<file path="src/rtl/core/mefb_pkg.sv">
// Shared types and constants for the motor encoder feedback tracker.
// No dependencies.
package mefb_pkg;

   localparam int MEFB_NUM_MOTORS = 4;

   localparam int ID_W    = 11;
   localparam int CALF_W  = 8;
   localparam int CSR_W   = 11;
   localparam int ANGLE_W = 16;
   localparam int TURNS_W = 32;

   localparam logic [ID_W-1:0]   BASE_ID_RESET  = 11'd513;
   localparam logic [CALF_W-1:0] CAL_FRAMES_RESET = 8'd50;

   // register indexes on the write port
   localparam logic CSR_BASE_ID    = 1'b0;
   localparam logic CSR_CAL_FRAMES = 1'b1;

   localparam logic signed [ANGLE_W:0] HALF_TURN = 17'sd4096;
   localparam int FULL_TURN_SHIFT = 13;

   typedef struct packed {
      logic [CALF_W-1:0]  frame_count;
      logic [ANGLE_W-1:0] prev_angle;
      logic [ANGLE_W-1:0] zero_angle;
      logic [TURNS_W-1:0] turns;
   } motor_state_type;

   typedef struct packed {
      logic               calibrating;
      logic [TURNS_W-1:0] unwrapped_angle;
   } update_status_type;

endpackage

</file>
<file path="src/rtl/core/motor_encoder_feedback_tracker_core.sv">
// Motor feedback tracker: unpacks feedback frames and unwraps per-motor angle.
// Depends on mefb_pkg, mefb_state_mem and mefb_update.
//
// Answers frames addressed to motors base_id .. base_id+NUM_MOTORS-1 through
// stage 1 and the result register; other frames are dropped. The per-motor
// state sits in a small synchronous memory read in the cycle a frame is taken
// and written back as it leaves stage 1, with a bypass so that consecutive
// frames for the same motor see each other's update. The rate is one frame
// per clock unless rsp_ready stalls it, set by this read/write-back loop; the
// result register lets a new frame enter while a finished result waits.
module motor_encoder_feedback_tracker_core
   import mefb_pkg::*;
#(
   parameter int  NUM_MOTORS = MEFB_NUM_MOTORS,
   localparam int ADDR_W = (NUM_MOTORS > 1) ? $clog2(NUM_MOTORS) : 1
) (
   input  logic                clock,
   input  logic                reset,

   input  logic                csr_we,
   input  logic                csr_index,
   input  logic [CSR_W-1:0]    csr_wdata,

   input  logic                req_valid,
   output logic                req_ready,
   input  logic [ID_W-1:0]     req_frame_id,
   input  logic [7:0]          req_byte0,
   input  logic [7:0]          req_byte1,
   input  logic [7:0]          req_byte2,
   input  logic [7:0]          req_byte3,
   input  logic [7:0]          req_byte4,
   input  logic [7:0]          req_byte5,
   input  logic [7:0]          req_byte6,

   output logic                rsp_valid,
   input  logic                rsp_ready,
   output logic [1:0]          rsp_motor_index,
   output logic                rsp_calibrating,
   output logic [15:0]         rsp_angle,
   output logic signed [15:0]  rsp_shaft_speed,
   output logic signed [15:0]  rsp_current,
   output logic [7:0]          rsp_temperature,
   output logic signed [31:0]  rsp_turn_count,
   output logic signed [31:0]  rsp_unwrapped_angle
);

   localparam logic [ID_W-1:0] MOTOR_SPAN = ID_W'(NUM_MOTORS);

   logic [ID_W-1:0]   base_id_ff;
   logic [CALF_W-1:0] cal_frames_ff;

   logic [ID_W:0] id_off;
   logic          hit;
   logic          req_accept;
   logic          s1_advance;

   logic              s1_valid_ff;
   logic [ADDR_W-1:0] s1_addr_ff;
   logic [1:0]        s1_motor_ff;
   logic [15:0]       s1_angle_ff;
   logic [15:0]       s1_speed_ff;
   logic [15:0]       s1_current_ff;
   logic [7:0]        s1_temp_ff;

   motor_state_type   rd_state;
   motor_state_type   wr_state;
   update_status_type upd_status;

   logic              rsp_valid_ff;
   logic [1:0]        rsp_motor_ff;
   logic              rsp_cal_ff;
   logic [15:0]       rsp_angle_ff;
   logic [15:0]       rsp_speed_ff;
   logic [15:0]       rsp_current_ff;
   logic [7:0]        rsp_temp_ff;
   logic [31:0]       rsp_turns_ff;
   logic [31:0]       rsp_total_ff;

   always_ff @(posedge clock) begin
      if (reset) begin
         base_id_ff    <= BASE_ID_RESET;
         cal_frames_ff <= CAL_FRAMES_RESET;
      end else if (csr_we) begin
         case (csr_index)
            CSR_BASE_ID:    base_id_ff    <= csr_wdata[ID_W-1:0];
            CSR_CAL_FRAMES: cal_frames_ff <= csr_wdata[CALF_W-1:0];
            default: ;
         endcase
      end
   end

   always_comb begin
      id_off     = {1'b0, req_frame_id} - {1'b0, base_id_ff};
      hit        = !id_off[ID_W] && (id_off[ID_W-1:0] < MOTOR_SPAN);
      s1_advance = s1_valid_ff && (!rsp_valid_ff || rsp_ready);
      req_ready  = !s1_valid_ff || s1_advance;
      req_accept = req_valid && req_ready;
   end

   mefb_state_mem #(
      .NUM_MOTORS (NUM_MOTORS)
   ) u_mem (
      .clock   (clock),
      .reset   (reset),
      .rd_en   (req_accept),
      .rd_addr (id_off[ADDR_W-1:0]),
      .rd_data (rd_state),
      .wr_en   (s1_advance),
      .wr_addr (s1_addr_ff),
      .wr_data (wr_state)
   );

   mefb_update u_update (
      .cur_state  (rd_state),
      .angle      (s1_angle_ff),
      .cal_frames (cal_frames_ff),
      .next_state (wr_state),
      .status     (upd_status)
   );

   always_ff @(posedge clock) begin
      if (reset) begin
         s1_valid_ff <= 1'b0;
      end else if (req_accept) begin
         s1_valid_ff <= hit;
      end else if (s1_advance) begin
         s1_valid_ff <= 1'b0;
      end
   end

   always_ff @(posedge clock) begin
      if (req_accept) begin
         s1_addr_ff    <= id_off[ADDR_W-1:0];
         s1_motor_ff   <= id_off[1:0];
         s1_angle_ff   <= {req_byte0, req_byte1};
         s1_speed_ff   <= {req_byte2, req_byte3};
         s1_current_ff <= {req_byte4, req_byte5};
         s1_temp_ff    <= req_byte6;
      end
   end

   always_ff @(posedge clock) begin
      if (reset) begin
         rsp_valid_ff <= 1'b0;
      end else if (s1_advance) begin
         rsp_valid_ff <= 1'b1;
      end else if (rsp_ready) begin
         rsp_valid_ff <= 1'b0;
      end
   end

   always_ff @(posedge clock) begin
      if (s1_advance) begin
         rsp_motor_ff   <= s1_motor_ff;
         rsp_cal_ff     <= upd_status.calibrating;
         rsp_angle_ff   <= s1_angle_ff;
         rsp_speed_ff   <= s1_speed_ff;
         rsp_current_ff <= s1_current_ff;
         rsp_temp_ff    <= s1_temp_ff;
         rsp_turns_ff   <= wr_state.turns;
         rsp_total_ff   <= upd_status.unwrapped_angle;
      end
   end

   assign rsp_valid           = rsp_valid_ff;
   assign rsp_motor_index     = rsp_motor_ff;
   assign rsp_calibrating     = rsp_cal_ff;
   assign rsp_angle           = rsp_angle_ff;
   assign rsp_shaft_speed     = $signed(rsp_speed_ff);
   assign rsp_current         = $signed(rsp_current_ff);
   assign rsp_temperature     = rsp_temp_ff;
   assign rsp_turn_count      = $signed(rsp_turns_ff);
   assign rsp_unwrapped_angle = $signed(rsp_total_ff);

   // a calibration item has total angle equal to turns times a full turn
   a_cal_total: assert property (@(posedge clock) disable iff (reset)
      rsp_valid_ff && rsp_cal_ff |-> rsp_total_ff == (rsp_turns_ff << FULL_TURN_SHIFT))
      else $error("calibration item total angle mismatch");

   a_drop_no_item: assert property (@(posedge clock) disable iff (reset)
      req_accept && !hit |=> !s1_valid_ff)
      else $error("dropped frame entered the pipeline");

   a_s1_hold: assert property (@(posedge clock) disable iff (reset)
      s1_valid_ff && !s1_advance |=> s1_valid_ff && $stable(s1_addr_ff))
      else $error("stalled item lost");

   a_rsp_load: assert property (@(posedge clock) disable iff (reset)
      s1_advance |=> rsp_valid_ff && rsp_angle_ff == $past(s1_angle_ff))
      else $error("result register not loaded");

endmodule

</file>
<file path="src/rtl/core/mefb_state_mem.sv">
// Per-motor state memory: synchronous read, one write port, valid bits and
// same-cycle write bypass. Depends on mefb_pkg.
module mefb_state_mem
   import mefb_pkg::*;
#(
   parameter int  NUM_MOTORS = MEFB_NUM_MOTORS,
   localparam int ADDR_W = (NUM_MOTORS > 1) ? $clog2(NUM_MOTORS) : 1
) (
   input  logic            clock,
   input  logic            reset,
   input  logic            rd_en,
   input  logic [ADDR_W-1:0] rd_addr,
   output motor_state_type rd_data,
   input  logic            wr_en,
   input  logic [ADDR_W-1:0] wr_addr,
   input  motor_state_type wr_data
);

   motor_state_type mem [NUM_MOTORS];
   logic [NUM_MOTORS-1:0] valid_ff;
   motor_state_type mem_rd_ff;
   logic            entry_valid_ff;
   logic            byp_ff;
   motor_state_type byp_data_ff;

   always_ff @(posedge clock) begin
      if (wr_en) begin
         mem[wr_addr] <= wr_data;
      end
      if (rd_en) begin
         mem_rd_ff <= mem[rd_addr];
      end
   end

   always_ff @(posedge clock) begin
      if (reset) begin
         valid_ff       <= '0;
         entry_valid_ff <= 1'b0;
         byp_ff         <= 1'b0;
      end else begin
         if (wr_en) begin
            valid_ff[wr_addr] <= 1'b1;
         end
         if (rd_en) begin
            entry_valid_ff <= valid_ff[rd_addr];
            byp_ff         <= wr_en && (wr_addr == rd_addr);
         end
      end
   end

   always_ff @(posedge clock) begin
      if (rd_en) begin
         byp_data_ff <= wr_data;
      end
   end

   always_comb begin
      if (byp_ff) begin
         rd_data = byp_data_ff;
      end else if (entry_valid_ff) begin
         rd_data = mem_rd_ff;
      end else begin
         rd_data = '0;
      end
   end

endmodule

</file>
<file path="src/rtl/core/mefb_update.sv">
// Calibration, turn unwrapping and total angle for one motor item.
// Depends on mefb_pkg.
module mefb_update
   import mefb_pkg::*;
(
   input  motor_state_type    cur_state,
   input  logic [ANGLE_W-1:0] angle,
   input  logic [CALF_W-1:0]  cal_frames,
   output motor_state_type    next_state,
   output update_status_type  status
);

   logic                      cal;
   logic signed [ANGLE_W:0]   diff;
   logic [TURNS_W-1:0]        turns_next;

   always_comb begin
      cal  = cur_state.frame_count <= cal_frames;
      diff = $signed({1'b0, angle}) - $signed({1'b0, cur_state.prev_angle});

      turns_next = cur_state.turns;
      if (!cal) begin
         if (diff > HALF_TURN) begin
            turns_next = cur_state.turns - 32'd1;
         end else if (diff < -HALF_TURN) begin
            turns_next = cur_state.turns + 32'd1;
         end
      end

      next_state.frame_count  = (cur_state.frame_count == 8'hFF) ?
                                cur_state.frame_count : cur_state.frame_count + 8'd1;
      next_state.prev_angle   = angle;
      next_state.zero_angle   = cal ? angle : cur_state.zero_angle;
      next_state.turns        = turns_next;

      status.calibrating     = cal;
      status.unwrapped_angle = (turns_next << FULL_TURN_SHIFT) + {16'd0, angle}
                               - {16'd0, next_state.zero_angle};
   end

endmodule
</file>
<file path="config.mk">
export PLATFORM = sky130hd
export DESIGN_NAME = motor_encoder_feedback_tracker_core
export DESIGN_NICKNAME = d
export VERILOG_FILES = /design/src/rtl/core/mefb_pkg.sv /design/src/rtl/core/motor_encoder_feedback_tracker_core.sv /design/src/rtl/core/mefb_state_mem.sv /design/src/rtl/core/mefb_update.sv
export SDC_FILE = /design/constraint.sdc
export NUM_CORES = 1
export LEC_CHECK = 0
export BUFFER_PORTS_ARGS = -buffer_cell sky130_fd_sc_hd__buf_2
export CORE_MARGIN = 1
export CORE_UTILIZATION = 35
export DETAILED_ROUTE_END_ITERATION = 10
export SLEW_MARGIN = 0
export SYNTH_ARGS = -nofsm -noshare
export SYNTH_HDL_FRONTEND = slang
export SYNTH_HIERARCHICAL = 1
export SYNTH_SLANG_ARGS = --single-unit
export TNS_END_PERCENT = 50
</file>
<file path="constraint.sdc">
create_clock -name clock -period 37.6 [get_ports clock]
set_input_delay 3.76 -clock clock [delete_from_list [all_inputs] [get_ports clock]]
set_output_delay 3.76 -clock clock [all_outputs]
set_load 0.05 [all_outputs]
</file>
==> key figures <==
Synthesis
  – Mux contribution to synthesized area: 6.77%
  – Avg Cell Area, Syn: 16.2 sq um
  – Post-synth top area share: 67.8%
  – Synth Warn #: 6
  – Largest family of logic cells by synthesized area: compound AO/OA/AOI/OAI gates
  – Simple-Gate Fraction of Synth Area: 6.33%
  – Post-synthesis cell area: 27200 sq um
  – Primary FF master, synth: edfxtp_1
  – Synth Area in Compound Gates: 7.43%
  – Post-synthesis register bit count: 640
  – Commonest cells in the netlist: edfxtp_1 (613), nand2_1 (93), inv_1 (85)
  – Asr flop ratio synth: 0%
  – Synthesized instance count: 1679
  – Sequential area share after synthesis: 69.7%
  – Post-synth EDFFs: 613
  – Post-synthesis net count: 1850
  – Post-synth cell types: 86
  – XOR/XNOR share of the synthesized area: 2.77%
  – Leading area contributor after synthesis: edfxtp_1
  – Most frequent cell after synthesis: edfxtp_1
  – Top area cells in the synthesized netlist: edfxtp_1 (68%), mux4_2 (6.0%), ha_1 (3.7%), a22o_1 (2.4%), dfxtp_1 (2.0%)
  – Synth Area in Adders: 4.17%

Clock tree
  – Post-CTS sizing: 0
  – Root Buffer Master: clkbuf_16
  – Worst-path clk slew: 60 ps
  – # clock sinks: 640
  – Worst-Skew Late Latency: 610 ps
  – CTS tree: built
  – Post-CTS Hold Fix Bufs: 0
  – Postcts setup bufs: 0
  – Clk buf depth: 3
  – H-tree levels: 3
  – CTS Buf Count: 73

Final layout
  – Final core utilization: 41.4%
  – Layout cell share with drive strength beyond 1: 22.5%
  – Layout Area Growth over Synthesis: 16.4%
  – Ant. Diodes: 0
  – Fill count: 6950
  – Final #Nets: 2078

Worst setup path
  – Crit path max fanout: 39
  – Startpoint types: register
  – Slowest cell delay on critical path: 550 ps
  – Start point of the critical path: u_mem/byp_ff$_SDFFE_PP0P_
  – CP max-delay cell: buf_4
  – Required @ worst endpoint: 37940 ps
  – R2r startpoint: u_mem/byp_ff$_SDFFE_PP0P_
  – Critical path class: reg -> reg
  – Crit path DAT: 8630 ps
  – Critical path endpoint category: register

Job
  – Max Cap Viol: 0

Timing
  – Setup-failing EPs final: 0
  – Unrepaired setup endpoints after global routing: no
  – Fin worst setup slack: 29310 ps
  – Final Max Tran Viols: 0
  – Highest Clock Rate: 121 MHz
  – Slew HR: 19.3%
  – Post-Route Skew: 28.1 ps
  – Fin. Hold Viols: 0
  – Shortest period the worst path allows: 8290 ps
  – Setup TNS: 0 ps
  – Slew @ Worst Pin: 1210 ps
  – Final Cycle Share: 22.0%

Route
  – DR WL/cell: 20.1 um
  – Iter 0 DRT Violations: 1148
  – 1st-pass router iterations: 5
  – DRT antenna net count: 0
  – Vias: 15200
  – DRC Markers: 0
  – Routed wire length: 60.1 mm
  – Post-detailed-route via-to-cell ratio: 5.07

Power and ir drop
  – Sequential power share: 50.0%
  – Sw Share: 22.4%
  – Switching pwr: 0.363 mW
  – Total power: 1.62 mW
  – Internal power: 1.26 mW
  – Clock power share: 42.4%
  – Pwr dens: 51.3 nW/um^2
  – Combinational fraction of design power: 7.6%
  – Static leakage: 11.7 nW
  – Max VDD drop: 0.0000290 V

Global route
  – Via count of the first global-routing pass: 15700
  – GR Util All Layers: 15.3%
  – Total grt overflow: 0
  – First-pass GRT wire length: 92.0 mm
  – Initial antenna violation count: 0
  – Largest net degree at the start of global routing: 130

Place
  – GPL Wtd Cong: 0.860
  – Placement Setup Slack: 29320 ps
  – DP HPWL: 38.0 mm
  – IO buf count: 208

Floorplanning
  – Die area: 78700 sq um
  – Rows: 101
  – Starting density of the core: 35.6%
  – IO Count: 209
  – Die X: 281 um
  – Core area: 76300 sq um
  – Die Ht: 281 um

Min path
  – Hold Path Class: reg -> reg
  – Hold Crit Start: s1_speed_ff[7]$_DFFE_PP_

Run status
  – Run status: complete, no violations
[per-layer routing]
metal  track usage, %  vias to the layer above  share of wire [%]
met2             25.5                      377                 48
li1                 -                     6985                  -
met5                0                        -                  0
met1             20.3                     7711                 45
met3             2.86                       97                4.8
met4             4.54                        0                2.0
[path summary, 6_finish.rpt]
| check | endpoint | slack [ps] | depth (start not counted) |
|---|---|---|---|
| worst max-delay path | rsp_unwrapped_angle[28]$_DFFE_PP_ | 29310 | 29 |
| worst min-delay path | rsp_shaft_speed[7]$_DFFE_PP_ | 410 | 0 |
| worst max register to register | rsp_unwrapped_angle[28]$_DFFE_PP_ | 29310 | 29 |
| worst min register to register | rsp_shaft_speed[7]$_DFFE_PP_ | 410 | 0 |
[power by group through the flow]
stage               registers [mW]  logic, mW  clock network [mW]
floorplan                    0.822     0.0935                   0
global placement             0.826      0.122                   0
detailed placement           0.826      0.124                   0
CTS                          0.811      0.125               0.710
global route                 0.812      0.136               0.736
finish                       0.811      0.124               0.688
[sequential cells by signal, summed over array words and instances, names as in the netlist, 2 cells and up]
name	flops
cal_frames_ff	8
s1_current_ff	16
rsp_shaft_speed	16
rsp_temperature	8
rsp_angle	16
s1_motor_ff	2
base_id_ff	11
u_mem/mem_rd_ff	72
rsp_current	16
s1_temp_ff	8
rsp_unwrapped_angle	32
rsp_turn_count	32
rsp_motor_index	2
u_mem/byp_data_ff	72
u_mem/valid_ff	4
s1_speed_ff	16
u_mem/mem	288
s1_angle_ff	16
[metrics by stage]
step | instances | cell area, sq um | hold slack (ps)
global route | 2993 | 31600 | 415
CTS | 2993 | 31600 | 416
detailed placement | 2862 | 29300 | 405
global placement | 2862 | 29300 | 401
finish | 2993 | 31600 | 410
floorplan | 1679 | 27200 | 400
[cells in the final DEF, fill, tap and decap left out, types with 5 or more instances in the layout]
cell type / n
a21o_1: 18
a21oi_1: 66
a22o_1: 74
a31oi_1: 9
and2_1: 9
and3_1: 15
buf_2: 208
buf_4: 20
clkbuf_1: 9
clkbuf_16: 77
clkinv_1: 13
clkinv_2: 16
dfxtp_1: 26
edfxtp_1: 613
fa_1: 5
ha_1: 81
inv_1: 83
mux2i_1: 18
mux4_2: 72
nand2_1: 93
nand2b_1: 15
nand3_1: 31
nand3b_1: 8
nand4_1: 12
nor2_1: 61
nor2b_1: 14
nor3_1: 16
nor4_1: 13
o21a_1: 13
o21ai_0: 30
o21ai_1: 5
or3_1: 7
or4_1: 5
xnor2_1: 56
xor2_1: 30
[critical path: cells and delay by family (launching register included)]
family,cells,cell delay (ps)
AOI/OAI and AO/OA,14,3410
xor gates and xnor gates,2,670
adders and majority gates,3,1280
buffers and inverters,5,1430
DFF,1,310
and+or+nand+nor,5,890
[logic make-up after synthesis]
group | after synthesis
flops | 640
simple gates | 332
compound gates | 279
buf+inv | 162
mux | 93
fa+ha+maj | 87
xor+xnor | 86
[final cells by class]
cell class,instances,area [sq um],share of cell area [%]
Clock buffer,89,2000,6.33
Sequential cell,640,18900,59.9
Timing Repair Buffer,229,1210,3.83
Inverter,86,325,1.03
Tap cell,1030,1290,4.08
Clock inverter,42,330,1.04
Multi-Input combinational cell,877,7500,23.7
No activity file was read; power rests on OpenSTA's default activity.
